<file path="config.mk">
export PLATFORM = sky130hd
export DESIGN_NAME = pprl_list_mem
export DESIGN_NICKNAME = d
export VERILOG_FILES = /design/src/hdl/process_priority_ready_list_core_defines.svh /design/src/hdl/pprl_pkg.sv /design/src/hdl/pprl_list_mem.sv
export SDC_FILE = /design/constraint.sdc
export NUM_CORES = 2
export LEC_CHECK = 0
export ABC_AREA = 1
export BUFFER_PORTS_ARGS = -buffer_cell sky130_fd_sc_hd__buf_2
export CORE_MARGIN = 3
export CORE_UTILIZATION = 47
export DETAILED_ROUTE_END_ITERATION = 8
export SLEW_MARGIN = 20
export SYNTH_ARGS = -nofsm -noshare
export SYNTH_HDL_FRONTEND = slang
export SYNTH_MEMORY_MAX_BITS = 65536
export SYNTH_SLANG_ARGS = --single-unit
</file>
<file path="constraint.sdc">
create_clock -name clk_i -period 10.9 [get_ports clk_i]
set_input_delay 1.09 -clock clk_i [delete_from_list [all_inputs] [get_ports clk_i]]
set_output_delay 1.09 -clock clk_i [all_outputs]
set_load 0.1 [all_outputs]
</file>
<file path="src/hdl/process_priority_ready_list_core_defines.svh">
// Assertion macros shared by the process list block.
`ifndef PROCESS_PRIORITY_READY_LIST_CORE_DEFINES_SVH
`define PROCESS_PRIORITY_READY_LIST_CORE_DEFINES_SVH

// Assert that antecedent implies consequent on the same edge.
`define PPRL_ASSERT_IMP(label, clk, rst_n, ante, cons) \
  label: assert property (@(posedge clk) disable iff (!rst_n) (ante) |-> (cons)) \
    else $error("assertion failed");

// Assert that antecedent implies consequent on the next edge.
`define PPRL_ASSERT_NXT(label, clk, rst_n, ante, cons) \
  label: assert property (@(posedge clk) disable iff (!rst_n) (ante) |=> (cons)) \
    else $error("assertion failed");

`endif

</file>
<file path="src/hdl/pprl_pkg.sv">
// ----------------------------------------------------------------------------
// pprl_pkg
// Types and constants for the process priority ready list.
// ----------------------------------------------------------------------------
`default_nettype none
package pprl_pkg;
  localparam int unsigned ListDepth = 64;
  localparam int unsigned IdxW = $clog2(ListDepth);
  localparam int unsigned CntW = $clog2(ListDepth + 1);
  localparam logic [3:0] MaxPriority = 4'd9;

  typedef enum logic [1:0] {
    FUNC_INSERT = 2'd0,
    FUNC_REMOVE = 2'd1,
    FUNC_FIND   = 2'd2,
    FUNC_NONE   = 2'd3
  } func_e;

  typedef enum logic [1:0] {
    ST_OK        = 2'd0,
    ST_NOT_FOUND = 2'd1,
    ST_FULL      = 2'd2,
    ST_BAD_PRIO  = 2'd3
  } status_e;

  typedef enum logic [2:0] {
    S_IDLE,
    S_SCAN,
    S_SHIFT,
    S_DONE
  } state_e;

  typedef struct packed {
    logic [1:0]  func;
    logic [63:0] key;
    logic [3:0]  priority_req;
    logic        to_blocked;
  } req_t;

  typedef struct packed {
    logic [1:0] status;
    logic [3:0] found_priority;
    logic       found_blocked;
  } rsp_t;

  // Memory port request of one list.
  typedef struct packed {
    logic            we;
    logic [IdxW-1:0] waddr;
    logic [63:0]     wkey;
    logic [3:0]      wprio;
    logic [IdxW-1:0] raddr;
  } mem_req_t;

  typedef struct packed {
    logic [63:0] key;
    logic [3:0]  prio;
  } mem_rsp_t;
endpackage
`default_nettype wire

</file>
<file path="src/hdl/pprl_list_mem.sv">
// ----------------------------------------------------------------------------
// pprl_list_mem
// Entry store of one list: one write port, one registered read port.
// ----------------------------------------------------------------------------
`default_nettype none
module pprl_list_mem (
  input  wire                 clk_i,
  input  pprl_pkg::mem_req_t  req_i,
  output pprl_pkg::mem_rsp_t  rsp_o
);
  logic [67:0] mem_q [pprl_pkg::ListDepth];
  logic [67:0] rd_q;

  always_ff @(posedge clk_i) begin
    if (req_i.we) begin
      mem_q[req_i.waddr] <= {req_i.wkey, req_i.wprio};
    end
    rd_q <= mem_q[req_i.raddr];
  end

  assign rsp_o.key  = rd_q[67:4];
  assign rsp_o.prio = rd_q[3:0];
endmodule
`default_nettype wire

</file>
# Yosys cells after proc, flatten, opt, wreduce, memory -nomap -nowiden
# Memory sizes are Yosys's and may differ from the RTL's. A register that Yosys moved wholly into a read port is not among the register bits.
# Index checks and enable logic that the tools add are counted.
[op_classes] mux=2
[op_table] op="$mux 1" n=2
[word_totals] ff_bits=0 ram_bits=4352 input_bits=82 output_inout_bits=68 n_memories=1
[memory_table] memory="mem_q" words=64 word_bits=68 read_ports=1 rd_ports_with_merged_regs=1 write_ports=1 line_no="pprl_list_mem.sv:11" rtl="logic [67:0] mem_q [pprl_pkg::ListDepth];"

# Longest topological paths before layout
[logic_depth] ltp_word=2 ltp_mapped=13 depth_no_buf=9

# Worst setup path after synthesis
# OpenSTA, ideal clock, no wires.
[synth_path] kind="input-to-reg" start="input req_i[80] (netlist bit)" end="memory mem_q[48][0], enable pin" setup_ns=0.664 arrival_time_ns=8.102 setup_slack_ns=2.134 cell_stages=3 path_buffers=1 cell_sequence="clkbuf_1 nand4_1 nor4_1"
[synth_via] elab_chain_cells=2
[synth_rtl] item="from (decl)" line_no="pprl_list_mem.sv:8" rtl="input pprl_pkg::mem_req_t req_i,"
[synth_rtl] item="$mux 1" line_no="pprl_list_mem.sv:15" rtl="if (req_i.we) begin"
[synth_rtl] item="$mux 1 (implied by the code)" line_no="pprl_list_mem.sv:16" rtl="mem_q[req_i.waddr] <= {req_i.wkey, req_i.wprio};"
[synth_rtl] item="to (decl)" line_no="pprl_list_mem.sv:11"
# No other way between the ends.

==> metrics.cfg <==
[pwr]
p_sw_w = 0.00828
internal-power_w = 0.0278
switching_share = 0.229
p_per_area_nw_per_um2 = 185
p_comb_frac = 0.061
ir_worst_vdd_v = 0.000137
sequentialPowerShare = 0.523
p_leak_nw = 68.1
pwr-share-clk = 0.415

[yosys]
ys.warnings.count = 0
async_reset_ff_frac = 0
ys_seq_elements = 4420
synthFlopType = edfxtp_1
ys_top_cells_by_area = edfxtp_1 75%, nand3_1 12%, nand2_1 10%
syn_area_per_cell_um2 = 12.3
yosysSeqAreaShare = 0.754
synth_common_cells = 4692 x nand2_1, 4352 x edfxtp_1, 4087 x nand3_1, 616 x buf_2, 146 x clkbuf_1
synth_cells = 14200
yosysTopAreaCell = edfxtp_1
synthesis.area_um2 = 175000
synth_cell_types = 17
yosys.area.top_type_share = 0.746
synth.most_common_cell = nand2_1
synth_edf_count = 4352
syn_nets = 14300

[cts]
htreeDepth = 5
clock_latency_ns = 0.98
cts-root-buf = clkbuf_16
cts_made_buffers = 445
clk_pin_slew_ns = 0.07
clock_path_buffers = 4
postCtsSetupRepairBufs = 0
cts_tree = done
postCtsResizedCells = 0
hold_buffers = 0
cts.sinks = 4420

[timing]
setup_violations = 0
rsz0062_at_grt = false
clock_skew_ns = 0.0391
hold_violations = 0
fin_crit_ns = 4.86
fmax_ghz = 0.206
drv_slew = 0
relSlewSlack = 0.131
period_share = 0.446
fin_setup_tns_ns = 0
tightest_slew_ns = 1.30

[status]
status = complete, no violations

[critical_path]
path_buf_inv = 5
cp.required_ns = 11.76
cp_top_family = buffers and inverters
critPathMaxStageDelay_ns = 0.79
path_cells = buf_8, buf_4, buf_4, buf_4, buf_4, nand3_1, nand3_1, nand3_1, nand3_1, nand2_1, nand2_1, nand2_1
cp-start-kind = primary input
cp-end-kind = register
worstPathArrival_ns = 5.72
slowest_stage = buf_4
crit_fanout = 95
worstSetupPathType = in -> reg

[global_routing]
grt_util_all_layers = 0.279
grt_overflow = 0
grt_pass1_vias = 107000
grt_pass1_wl_um = 775000
grt_max_degree = 205
antenna_found_initial = 42

[layout]
drive_above_1_share = 0.0769
final_nets = 14200
area_growth_pct = 11.3
post-route-util = 0.527

[run]
maxCapViolCount = 0

[routing]
drcViolationCount = 0
drt_first_pass_iters = 7
viasPerCell = 5.93
antenna_left = 0
routed_wl_um = 545000
vias = 116000
drtIter0Drc = 15600
wire_per_inst_um = 27.9

[floorplanning]
rows = 223
io-pin-count = 150
die-area_um2 = 380000
die_w_um = 617
die_h_um = 617
core-area_um2 = 370000
start_util = 0.473

[placement]
place_congestion = 0.783
port_buffers = 149
hpwl_um = 257000

[worst_hold_path]
hold_path_class = in -> reg

-- worst paths after layout --
| kind | cells past startpoint | slack, ns | start | end |
|---|---|---|---|---|
| max | 12 | 6.04 | req_i[1] | rsp_o[21] |
| min | 1 | 0.54 | req_i[14] | mem_q[36][8] |
| max reg2reg | 8 | 9.16 | mem_q[39][34] | rsp_o[34] |
| min reg2reg | 8 | 0.79 | mem_q[50][51] | rsp_o[51] |
-- registers in the layout (all words and copies together), names as in the netlist --
| register | flops |
|---|---|
| mem_q | 4352 |
| rsp_o | 68 |
-- through the flow --
stage / instance area [um2] / instances / hold WS [ns] / total power [W] / setup WS, ns
after floorplan: 175000 / 14200 / 0.721 / 0.0206 / 2.13
after global placement: 180000 / 18600 / 0.767 / 0.0214 / 5.13
after detailed placement: 180000 / 18600 / 0.780 / 0.0215 / 5.14
after CTS: 195000 / 19500 / 0.490 / 0.0363 / 6.21
after global routing: 195000 / 19500 / 0.504 / 0.0371 / 5.92
final: 195000 / 19500 / 0.537 / 0.0361 / 6.04
-- final cells by class --
class / count / area [um2]
Antenna cell: 28 / 70.1
Clock buffer: 592 / 12200
Clock inverter: 242 / 2030
Fill cell: 31100 / 175000
Inverter: 12 / 105
Multi-Input combinational cell: 8852 / 38900
Sequential cell: 4420 / 132000
Tap cell: 4950 / 6190
Timing Repair Buffer: 411 / 3470
-- layout by cell type (no fill, tap or decap), types with 41 or more instances in the layout --
cell type | Yosys | final
clkbuf_16 | 0 | 452
buf_4 | 70 | 237
clkbuf_8 | 0 | 41
clkinv_1 | 1 | 98
buf_2 | 616 | 120
edfxtp_1 | 4352 | 4352
dfxtp_1 | 68 | 68
clkbuf_1 | 146 | 99
clkinv_2 | 0 | 86
nor2_4 | 0 | 56
nand2_1 | 4692 | 4692
nand3_1 | 4087 | 4087
-- layer usage --
layer | track usage | share of wire
met5 | 0 | 0.00021
met1 | 0.403 | 0.41
met3 | 0.0456 | 0.095
met2 | 0.434 | 0.46
met4 | 0.0907 | 0.035
-- logic make-up (layout without fill, tap and decap cells) --
logic type,count (synthesis),count (layout),synth area share
AND/OR/NAND/NOR,8852,8852,0.219
other,0,28,0
flip-flops,4420,4420,0.754
buffers and inverters,965,1257,0.0271
-- power by group through the flow --
stage,clock [W],sequential [W],combinational (W)
4_1_cts,0.0151,0.0189,0.00219
3_3_place_gp,0,0.0193,0.00217
3_5_place_dp,0,0.0193,0.00219
5_1_grt,0.0158,0.0189,0.00239
6_report,0.0150,0.0189,0.00221
2_1_floorplan,0,0.0195,0.00114
Power figures use the tool's default switching activity.
