## src/hdl/process_priority_ready_list_core_defines.svh

```systemverilog
// Assertion macros shared by the process list block.
`ifndef PROCESS_PRIORITY_READY_LIST_CORE_DEFINES_SVH
`define PROCESS_PRIORITY_READY_LIST_CORE_DEFINES_SVH

// Assert that antecedent implies consequent on the same edge.
`define PPRL_ASSERT_IMP(label, clk, rst_n, ante, cons) \
  label: assert property (@(posedge clk) disable iff (!rst_n) (ante) |-> (cons)) \
    else $error("assertion failed");

// Assert that antecedent implies consequent on the next edge.
`define PPRL_ASSERT_NXT(label, clk, rst_n, ante, cons) \
  label: assert property (@(posedge clk) disable iff (!rst_n) (ante) |=> (cons)) \
    else $error("assertion failed");

`endif

```

## src/hdl/pprl_pkg.sv

```systemverilog
// ----------------------------------------------------------------------------
// pprl_pkg
// Types and constants for the process priority ready list.
// ----------------------------------------------------------------------------
`default_nettype none
package pprl_pkg;
  localparam int unsigned ListDepth = 64;
  localparam int unsigned IdxW = $clog2(ListDepth);
  localparam int unsigned CntW = $clog2(ListDepth + 1);
  localparam logic [3:0] MaxPriority = 4'd9;

  typedef enum logic [1:0] {
    FUNC_INSERT = 2'd0,
    FUNC_REMOVE = 2'd1,
    FUNC_FIND   = 2'd2,
    FUNC_NONE   = 2'd3
  } func_e;

  typedef enum logic [1:0] {
    ST_OK        = 2'd0,
    ST_NOT_FOUND = 2'd1,
    ST_FULL      = 2'd2,
    ST_BAD_PRIO  = 2'd3
  } status_e;

  typedef enum logic [2:0] {
    S_IDLE,
    S_SCAN,
    S_SHIFT,
    S_DONE
  } state_e;

  typedef struct packed {
    logic [1:0]  func;
    logic [63:0] key;
    logic [3:0]  priority_req;
    logic        to_blocked;
  } req_t;

  typedef struct packed {
    logic [1:0] status;
    logic [3:0] found_priority;
    logic       found_blocked;
  } rsp_t;

  // Memory port request of one list.
  typedef struct packed {
    logic            we;
    logic [IdxW-1:0] waddr;
    logic [63:0]     wkey;
    logic [3:0]      wprio;
    logic [IdxW-1:0] raddr;
  } mem_req_t;

  typedef struct packed {
    logic [63:0] key;
    logic [3:0]  prio;
  } mem_rsp_t;
endpackage
`default_nettype wire

```

## src/hdl/pprl_seq.sv

```systemverilog
// ----------------------------------------------------------------------------
// pprl_seq
// Sequencer: scans a list one entry a cycle and moves entries for insert and
// remove through the shared read and compare path.
// ----------------------------------------------------------------------------
`default_nettype none
module pprl_seq (
  input  wire                 clk_i,
  input  wire                 rst_ni,
  input  wire                 start_i,
  input  pprl_pkg::req_t      req_i,
  output logic                busy_o,
  output logic                done_o,
  output pprl_pkg::rsp_t      rsp_o,
  output pprl_pkg::mem_req_t  rdy_req_o,
  input  pprl_pkg::mem_rsp_t  rdy_rsp_i,
  output pprl_pkg::mem_req_t  blk_req_o,
  input  pprl_pkg::mem_rsp_t  blk_rsp_i,
  output logic [pprl_pkg::CntW-1:0] rdy_cnt_o,
  output logic [pprl_pkg::CntW-1:0] blk_cnt_o
);
  localparam int unsigned CntW = pprl_pkg::CntW;
  localparam int unsigned IdxW = pprl_pkg::IdxW;

  pprl_pkg::state_e state_q, state_d;
  pprl_pkg::req_t   op_q;
  logic             lst_q, lst_d;       // list being worked: 1 blocked
  logic [CntW-1:0]  idx_q, idx_d;       // entry whose read is in flight
  logic             rv_q, rv_d;         // read data valid this cycle
  logic [CntW-1:0]  pos_q, pos_d;       // insert position or match index
  logic [CntW-1:0]  rcnt_q, rcnt_d, bcnt_q, bcnt_d;
  pprl_pkg::rsp_t   rsp_q, rsp_d;

  pprl_pkg::mem_rsp_t rd;
  logic [CntW-1:0]    cnt;
  logic               we;
  logic [IdxW-1:0]    waddr, raddr;
  logic [63:0]        wkey;
  logic [3:0]         wprio;

  assign rd  = lst_q ? blk_rsp_i : rdy_rsp_i;
  assign cnt = lst_q ? bcnt_q : rcnt_q;

  always_comb begin
    state_d = state_q;
    lst_d   = lst_q;
    idx_d   = idx_q;
    rv_d    = 1'b0;
    pos_d   = pos_q;
    rcnt_d  = rcnt_q;
    bcnt_d  = bcnt_q;
    rsp_d   = rsp_q;
    we      = 1'b0;
    waddr   = idx_q[IdxW-1:0];
    wkey    = op_q.key;
    wprio   = op_q.priority_req;
    raddr   = idx_q[IdxW-1:0];
    unique case (state_q)
      pprl_pkg::S_IDLE: begin
        if (start_i) begin
          rsp_d = '{status: pprl_pkg::ST_NOT_FOUND, found_priority: 4'd0,
                    found_blocked: 1'b0};
          lst_d = (req_i.func == pprl_pkg::FUNC_FIND) ? 1'b0 : req_i.to_blocked;
          idx_d = '0;
          pos_d = '0;
          unique case (pprl_pkg::func_e'(req_i.func))
            pprl_pkg::FUNC_INSERT: begin
              if (req_i.priority_req > pprl_pkg::MaxPriority) begin
                rsp_d.status = pprl_pkg::ST_BAD_PRIO;
                state_d = pprl_pkg::S_DONE;
              end else if ((req_i.to_blocked ? bcnt_q : rcnt_q)
                           == CntW'(pprl_pkg::ListDepth)) begin
                rsp_d.status = pprl_pkg::ST_FULL;
                state_d = pprl_pkg::S_DONE;
              end else if (req_i.to_blocked) begin
                rsp_d.status = pprl_pkg::ST_OK;
                // append at the tail: nothing to move
                pos_d = bcnt_q;
                idx_d = bcnt_q;
                state_d = pprl_pkg::S_SHIFT;
              end else begin
                rsp_d.status = pprl_pkg::ST_OK;
                state_d = pprl_pkg::S_SCAN;
              end
            end
            pprl_pkg::FUNC_REMOVE, pprl_pkg::FUNC_FIND: state_d = pprl_pkg::S_SCAN;
            default: state_d = pprl_pkg::S_DONE;
          endcase
        end
      end
      pprl_pkg::S_SCAN: begin
        // idx_q is the next read; rv_q says the entry at idx_q-1 is on rd
        if (rv_q && op_q.func == pprl_pkg::FUNC_INSERT) begin
          if (rd.prio <= op_q.priority_req) pos_d = idx_q;
        end
        if (rv_q && op_q.func != pprl_pkg::FUNC_INSERT && rd.key == op_q.key) begin
          pos_d = idx_q - CntW'(1);
          if (op_q.func == pprl_pkg::FUNC_FIND) begin
            rsp_d = '{status: pprl_pkg::ST_OK, found_priority: rd.prio,
                      found_blocked: lst_q};
            state_d = pprl_pkg::S_DONE;
          end else begin
            rsp_d.status = pprl_pkg::ST_OK;
            idx_d = idx_q;   // read entry pos+1 next (already addressed)
            raddr = idx_q[IdxW-1:0];
            rv_d  = 1'b1;
            state_d = pprl_pkg::S_SHIFT;
          end
        end else if (idx_q < cnt) begin
          idx_d = idx_q + CntW'(1);
          rv_d  = 1'b1;
        end else begin
          if (op_q.func == pprl_pkg::FUNC_FIND && !lst_q) begin
            lst_d = 1'b1;
            idx_d = '0;
          end else if (op_q.func == pprl_pkg::FUNC_INSERT) begin
            // move entries up from the tail down to the position
            idx_d = rcnt_q;
            state_d = pprl_pkg::S_SHIFT;
          end else begin
            state_d = pprl_pkg::S_DONE;
          end
        end
      end
      pprl_pkg::S_SHIFT: begin
        if (op_q.func == pprl_pkg::FUNC_INSERT) begin
          // idx_q walks down; copy entry idx-1 to idx, then write the new one
          if (idx_q == pos_q) begin
            we = 1'b1;
            waddr = pos_q[IdxW-1:0];
            if (lst_q) bcnt_d = bcnt_q + CntW'(1);
            else rcnt_d = rcnt_q + CntW'(1);
            state_d = pprl_pkg::S_DONE;
          end else if (rv_q) begin
            we = 1'b1;
            waddr = idx_q[IdxW-1:0];
            wkey  = rd.key;
            wprio = rd.prio;
            idx_d = idx_q - CntW'(1);
          end else begin
            raddr = IdxW'(idx_q - CntW'(1));
            rv_d  = 1'b1;
          end
        end else begin
          // remove: pos_q is the hole, entry pos+1 read in flight
          if (pos_q + CntW'(1) >= cnt) begin
            if (lst_q) bcnt_d = bcnt_q - CntW'(1);
            else rcnt_d = rcnt_q - CntW'(1);
            state_d = pprl_pkg::S_DONE;
          end else if (rv_q) begin
            we = 1'b1;
            waddr = pos_q[IdxW-1:0];
            wkey  = rd.key;
            wprio = rd.prio;
            pos_d = pos_q + CntW'(1);
            raddr = IdxW'(pos_q + CntW'(2));
            rv_d  = 1'b1;
          end else begin
            raddr = IdxW'(pos_q + CntW'(1));
            rv_d  = 1'b1;
          end
        end
      end
      pprl_pkg::S_DONE: state_d = pprl_pkg::S_IDLE;
      default: state_d = pprl_pkg::S_IDLE;
    endcase
  end

  always_ff @(posedge clk_i or negedge rst_ni) begin
    if (!rst_ni) begin
      state_q <= pprl_pkg::S_IDLE;
      rcnt_q  <= '0;
      bcnt_q  <= '0;
      rv_q    <= 1'b0;
    end else begin
      state_q <= state_d;
      rcnt_q  <= rcnt_d;
      bcnt_q  <= bcnt_d;
      rv_q    <= rv_d;
    end
  end

  always_ff @(posedge clk_i) begin
    if (start_i && state_q == pprl_pkg::S_IDLE) op_q <= req_i;
    lst_q <= lst_d;
    idx_q <= idx_d;
    pos_q <= pos_d;
    rsp_q <= rsp_d;
  end

  always_comb begin
    rdy_req_o = '{we: we && !lst_q, waddr: waddr, wkey: wkey, wprio: wprio,
                  raddr: raddr};
    blk_req_o = '{we: we && lst_q, waddr: waddr, wkey: wkey, wprio: wprio,
                  raddr: raddr};
  end

  assign busy_o    = state_q != pprl_pkg::S_IDLE;
  assign done_o    = state_q == pprl_pkg::S_DONE;
  assign rsp_o     = rsp_q;
  assign rdy_cnt_o = rcnt_q;
  assign blk_cnt_o = bcnt_q;
endmodule
`default_nettype wire

```

## config.mk

```make
export PLATFORM = sky130hd
export DESIGN_NAME = pprl_seq
export DESIGN_NICKNAME = d
export VERILOG_FILES = /design/src/hdl/process_priority_ready_list_core_defines.svh /design/src/hdl/pprl_pkg.sv /design/src/hdl/pprl_seq.sv
export SDC_FILE = /design/constraint.sdc
export NUM_CORES = 1
export LEC_CHECK = 0
export BUFFER_PORTS_ARGS = -buffer_cell sky130_fd_sc_hd__buf_2
export CAP_MARGIN = 0
export CORE_AREA = 5 5 149 151
export DETAILED_ROUTE_END_ITERATION = 10
export DIE_AREA = 0 0 154 156
export PLACE_DENSITY = 0.86
export SLEW_MARGIN = 10
export SYNTH_ARGS = -nofsm -noshare
export SYNTH_HDL_FRONTEND = slang
export SYNTH_SLANG_ARGS = --single-unit
```

## constraint.sdc

```tcl
create_clock -name clk_i -period 4.85 [get_ports clk_i]
set_input_delay 0 -clock clk_i [delete_from_list [all_inputs] [get_ports clk_i]]
set_output_delay 0 -clock clk_i [all_outputs]
set_load 0.1 [all_outputs]
```

Yosys cells after proc, flatten, opt, wreduce, memory -nomap -nowiden
Index checks and enable logic that the tools add are counted.
- $lt $le $gt $ge: 4
- eq/ne operators: 28
- reduce and logical (&&, ||, !) cells: 25
- add/sub/neg operators: 8
- bitwise logic cells: 1
- muxes and demuxes: 94
- operators with widths (cell ; count):
    2-to-1 mux 64 bit ; 5
    2-to-1 mux 7 bit ; 32
    2-to-1 mux 68 bit ; 1
    2-to-1 mux 6 bit ; 11
    == test 64 bit ; 1
    case mux 7 bit (3 select lines) ; 2
    adder 7 x 1 -> 7 bit (second input constant) ; 4
    inequality test 2 bit (second input constant) ; 11
    2-to-1 mux 3 bit ; 7
    subtractor 7 x 1 -> 7 bit (second input constant) ; 3
    2-to-1 mux 4 bit ; 5
    2-to-1 mux 1 bit ; 19
    inequality test 3 bit (second input constant) ; 6
    case mux 7 bit (2 select lines) ; 1
    AND reduction 7 bit ; 2
    2-to-1 mux 2 bit ; 6
    AND reduction 4 bit ; 3
    AND reduction 5 bit ; 2
    case mux 3 bit (3 select lines) ; 1
    == test 7 bit ; 1
    == test 7 bit (second input constant) ; 1
    greater-or-equal comparator 7 bit ; 1
    logical AND 1 bit ; 7
    < comparator 7 bit ; 1
    other kinds (20) ; 27
- register bits after elaboration: 110
- input port bits: 210
- output and inout bits: 185
- logic and storage cells: 173

Logic depth before layout (Yosys ltp)
- word-level depth: 7
- depth in mapped cells: 16

Least setup slack after synthesis
Ideal clock, no wire load.
- path type: flip-flop to output port
- start point: register lst_q
- end point: output port rdy_req_o[74] (netlist name)
- path slack: -1.017 ns
- cell stages (with the launch flop): 14
- arrival: 5.867 ns
- required time: 4.850 ns
- path through: edfxtp_1 buf_6 buf_4 buf_2 buf_1 mux2i_1 ha_1 a21o_1 a21oi_1 o21ai_0 a211oi_1 a21oi_1 o21ai_0 buf_4
- RTL lines (what ; RTL line ; text):
    from (decl) ; pprl_seq.sv:27 ; logic lst_q, lst_d;
    from (signal assigned) ; pprl_seq.sv:185 ; lst_q <= lst_d;
    to (decl) ; pprl_seq.sv:15 ; output pprl_pkg::mem_req_t rdy_req_o,

==> run metrics <==
status=finished, final reports clean; register area share after synthesis=between 30% and 40%; Final Cycle Share=roughly 89%; die area=24000 µm²; grt ovf=0; ANT nets after route=0; initial antenna violation count=3; GR Util met3=5.99%; hpwl dp=between 20 and 30 mm; max-cap viol count=0; vias in the first global route=8729; Synth Area in Compound Gates=roughly 14%; CTS max path bufs=2; DRC Markers=0; vias per std cell=about 5.7; crit-path most repeated cell=a21oi_1; Iter 0 DRT Violations=900; first-pass GRT wire length=around 53 mm; DRT Wirelength=about 36 mm; Buffers on Ports=394; 1st-pass router iterations=5; slew of the pin with the lowest slew margin=0.964 ns; Worst Path Max Fanout=40; Ports=around 400; # hold bufs at CTS=71; Cell Count, Final, Fillers Out=about 1600; Fmax achieved=0.230 GHz; Max H-tree Level=3; post-layout min period=4.34 ns; number of CTS-inserted buffers=9; endpoints failing hold=0; adder-cell area share of the yosys netlist=between 5 and 6%; area grow syn2layout=32.6%; fin. max-slew vios=0; Hold Path Class=primary input to flip-flop; Core Rows=53; simple-gate share of the synthesized area=between 10 and 15%; CP required=4.85 ns; XOR/XNOR Fraction of Synth Area=around a tenth; Post-CTS Resized=0; fin util=between 50% and 60%; design area=around 12000 µm²; placed cell areas=about 11000 µm²; CP arrival=about 4.3 ns; grt met1 use=roughly 37%; Final Skew=roughly 0.02 ns; RePlAce Congestion=between 1 and 1.5; global routing usage on met2=a little under half; post-CTS setup buffer count=0; synth warn=0; Starting Density=a little over two fifths; CP endpoint kind=output port; Overall Global Routing Usage=between 20% and 30%; post-synth net total=~1200; Die Ht=approximately 160 µm; top_reg_cell synth=edfxtp_1; Mapped Area=a little under 9000 µm²; Distinct cells, synth=68; Worst Setup Start Kind=flip-flop; Slowest cell on crit path=edfxtp_1; relative slew slack=a little over a third; worst-path cell chain=ha_1, nand3_1, xnor2_1, ha_1, a21o_1, a21oi_1, o21ai_0, a21oi_1, o2111a_4, buf_12, nor2_1, a21oi_1, buf_2; hold path depth=3; R2R depth=9; Reg clk slew, reported paths=about 0.080 ns; GR peak layer=met2; largest family of logic cells by synthesized area=compound AO/OA/AOI/OAI gates; DR WL/cell=roughly 23 µm; Skew-Pair Late Insertion Delay=~0.37 ns; largest area contributor in the synthesized netlist=edfxtp_1; Die Width=around 150 µm; top cell type's share of synthesized area=about 31%; largest net degree at the start of global routing=71; Synth Instances=just over 900; mux contribution to synthesized area=a little under an eighth; Post-synth ARST share=around 16%; Placeable Area=roughly 21000 µm²; Largest stage delay, worst path=about 0.60 ns; CP Class=flip-flop to output port; Finish-stage setup viols=0; Nets=around 1500; Sink Count=roughly 110; Synth area leaders=edfxtp_1 (31%), xnor2_1 (7.7%), mux2i_1 (7.5%); TritonCTS clock tree=done; unrepaired setup endpoints after global routing=false; Post-synth EDFFs=92; post-route setup TNS=0 ns; dpl cells=approximately 1500; number of synthesized register bits=around 110; syn avg cell area=a little under 10 µm²; routed vias=roughly 8900; layout cells sized above 1=between 40% and 50%; Root Buffer=clkbuf_16
-- logic make-up (layout without fill, tap and decap cells) --
kind of cell               after synthesis  after routing
buffers and inverters                  145            524
other                                    0              1
DFF                                    109            109
muxes                                   95             95
adders and majority gates               40             40
and+or+nand+nor                        216            216
xor gates and xnor gates                98             98
AOI/OAI and AO/OA                      209            209
-- cell usage after synthesis (3+ instances only) --
cell / number
nand2b_1: 6
o2bb2ai_1: 3
o211ai_1: 3
nor3_2: 3
dfrtp_1: 17
xnor2_1: 78
nor4_2: 4
mux2i_1: 66
a21oi_1: 100
a32o_1: 3
nand2_1: 27
clkbuf_1: 25
buf_4: 81
nor2_1: 92
nor4_1: 24
ha_1: 38
nor3b_1: 4
xor2_1: 20
and2_1: 5
o22ai_1: 5
mux2_2: 17
a221oi_1: 4
inv_1: 19
a21o_1: 15
o21ai_0: 33
edfxtp_1: 92
buf_1: 10
and3_1: 4
nand4_1: 12
a31oi_1: 5
a211oi_1: 6
mux2i_2: 11
nand3_1: 14
nor3_1: 10
a22oi_1: 10
buf_6: 5
-- flip-flops by register name (all words and copies together) (netlist names), 2 cells and up --
signal / cells
rdy_cnt_o: 7
rsp_o: 7
blk_cnt_o: 7
idx_q: 7
state_q: 2
op_q: 70
pos_q: 7
-- layout by cell type, fill, tap and decap left out, types with 5 or more instances in the layout --
master and count:
nor3_1 10, nor4_1 24, mux2i_1 66, nand2b_1 6, a31oi_1 5, dlygate4sd3_1 71, mux2i_2 11, buf_2 394
a211oi_1 6, a21o_1 15, o21ai_0 31, edfxtp_1 92, inv_1 19, clkbuf_16 9, mux2_2 17, buf_4 19
nor2_1 92, nand2_1 27, xnor2_1 78, ha_1 38, a22oi_1 10, dfrtp_1 17, nand4_1 12, a21oi_1 57
nand3_1 14, xor2_1 20, a21oi_2 43
-- per-layer routing --
| metal | part of all wire, % | wire length [µm] | vias up |
|---|---|---|---|
| met3 | 10 | 3670 | 78 |
| met2 | 47 | 17000 | 564 |
| met4 | 3.1 | 1130 | 4 |
| met5 | 0.061 | 22 | - |
| li1 | - | - | 4009 |
| met1 | 39 | 14200 | 4210 |
-- critical path, delay by kind of cell, from the launching register on --
family          cells  cell delay [ns]
fa+ha+maj           2             0.58
flops               1             0.60
simple gates        2             0.17
compound gates      6             1.55
buf+inv             2             0.79
xor+xnor            1             0.23
-- area by class of cell --
| type | count | area (µm²) |
|---|---|---|
| fill | 1784 | 8960 |
| multi-input combinational | 658 | 4940 |
| sequential | 109 | 3190 |
| timing repair buffer | 487 | 2890 |
| tap | 275 | 344 |
| clock buffer | 9 | 225 |
| inverter | 21 | 78.8 |
| clock inverter | 7 | 66.3 |
| antenna | 1 | 2.50 |
-- stage by stage --
step | hold slack, ns | worst slack, ns
detailed placement | -0.0375 | 0.945
global placement | -0.0432 | 0.961
global route | 0.0419 | 0.136
CTS | 0.0259 | 0.522
floorplan | -0.296 | -0.496
finish | 0.0507 | 0.510
-- worst paths after layout --
| kind | from | end | slack, ns |
|---|---|---|---|
| max in group asynchronous | rst_ni | state_q[1] | 4.44 |
| hold / removal | rdy_rsp_i[1] | rsp_o[2] | 0.05 |
| setup reg to reg | lst_q | pos_q[4] | 0.88 |
| setup / recovery | pos_q[0] | blk_req_o[68] | 0.51 |
| hold reg to reg | state_q[1] | state_q[1] | 0.57 |
| min in group asynchronous | rst_ni | rdy_cnt_o[3] | 0.11 |
Power is left out: the tool's default activity adds up to more than one toggle a clock period on the data nets, which glitch-free logic cannot reach.
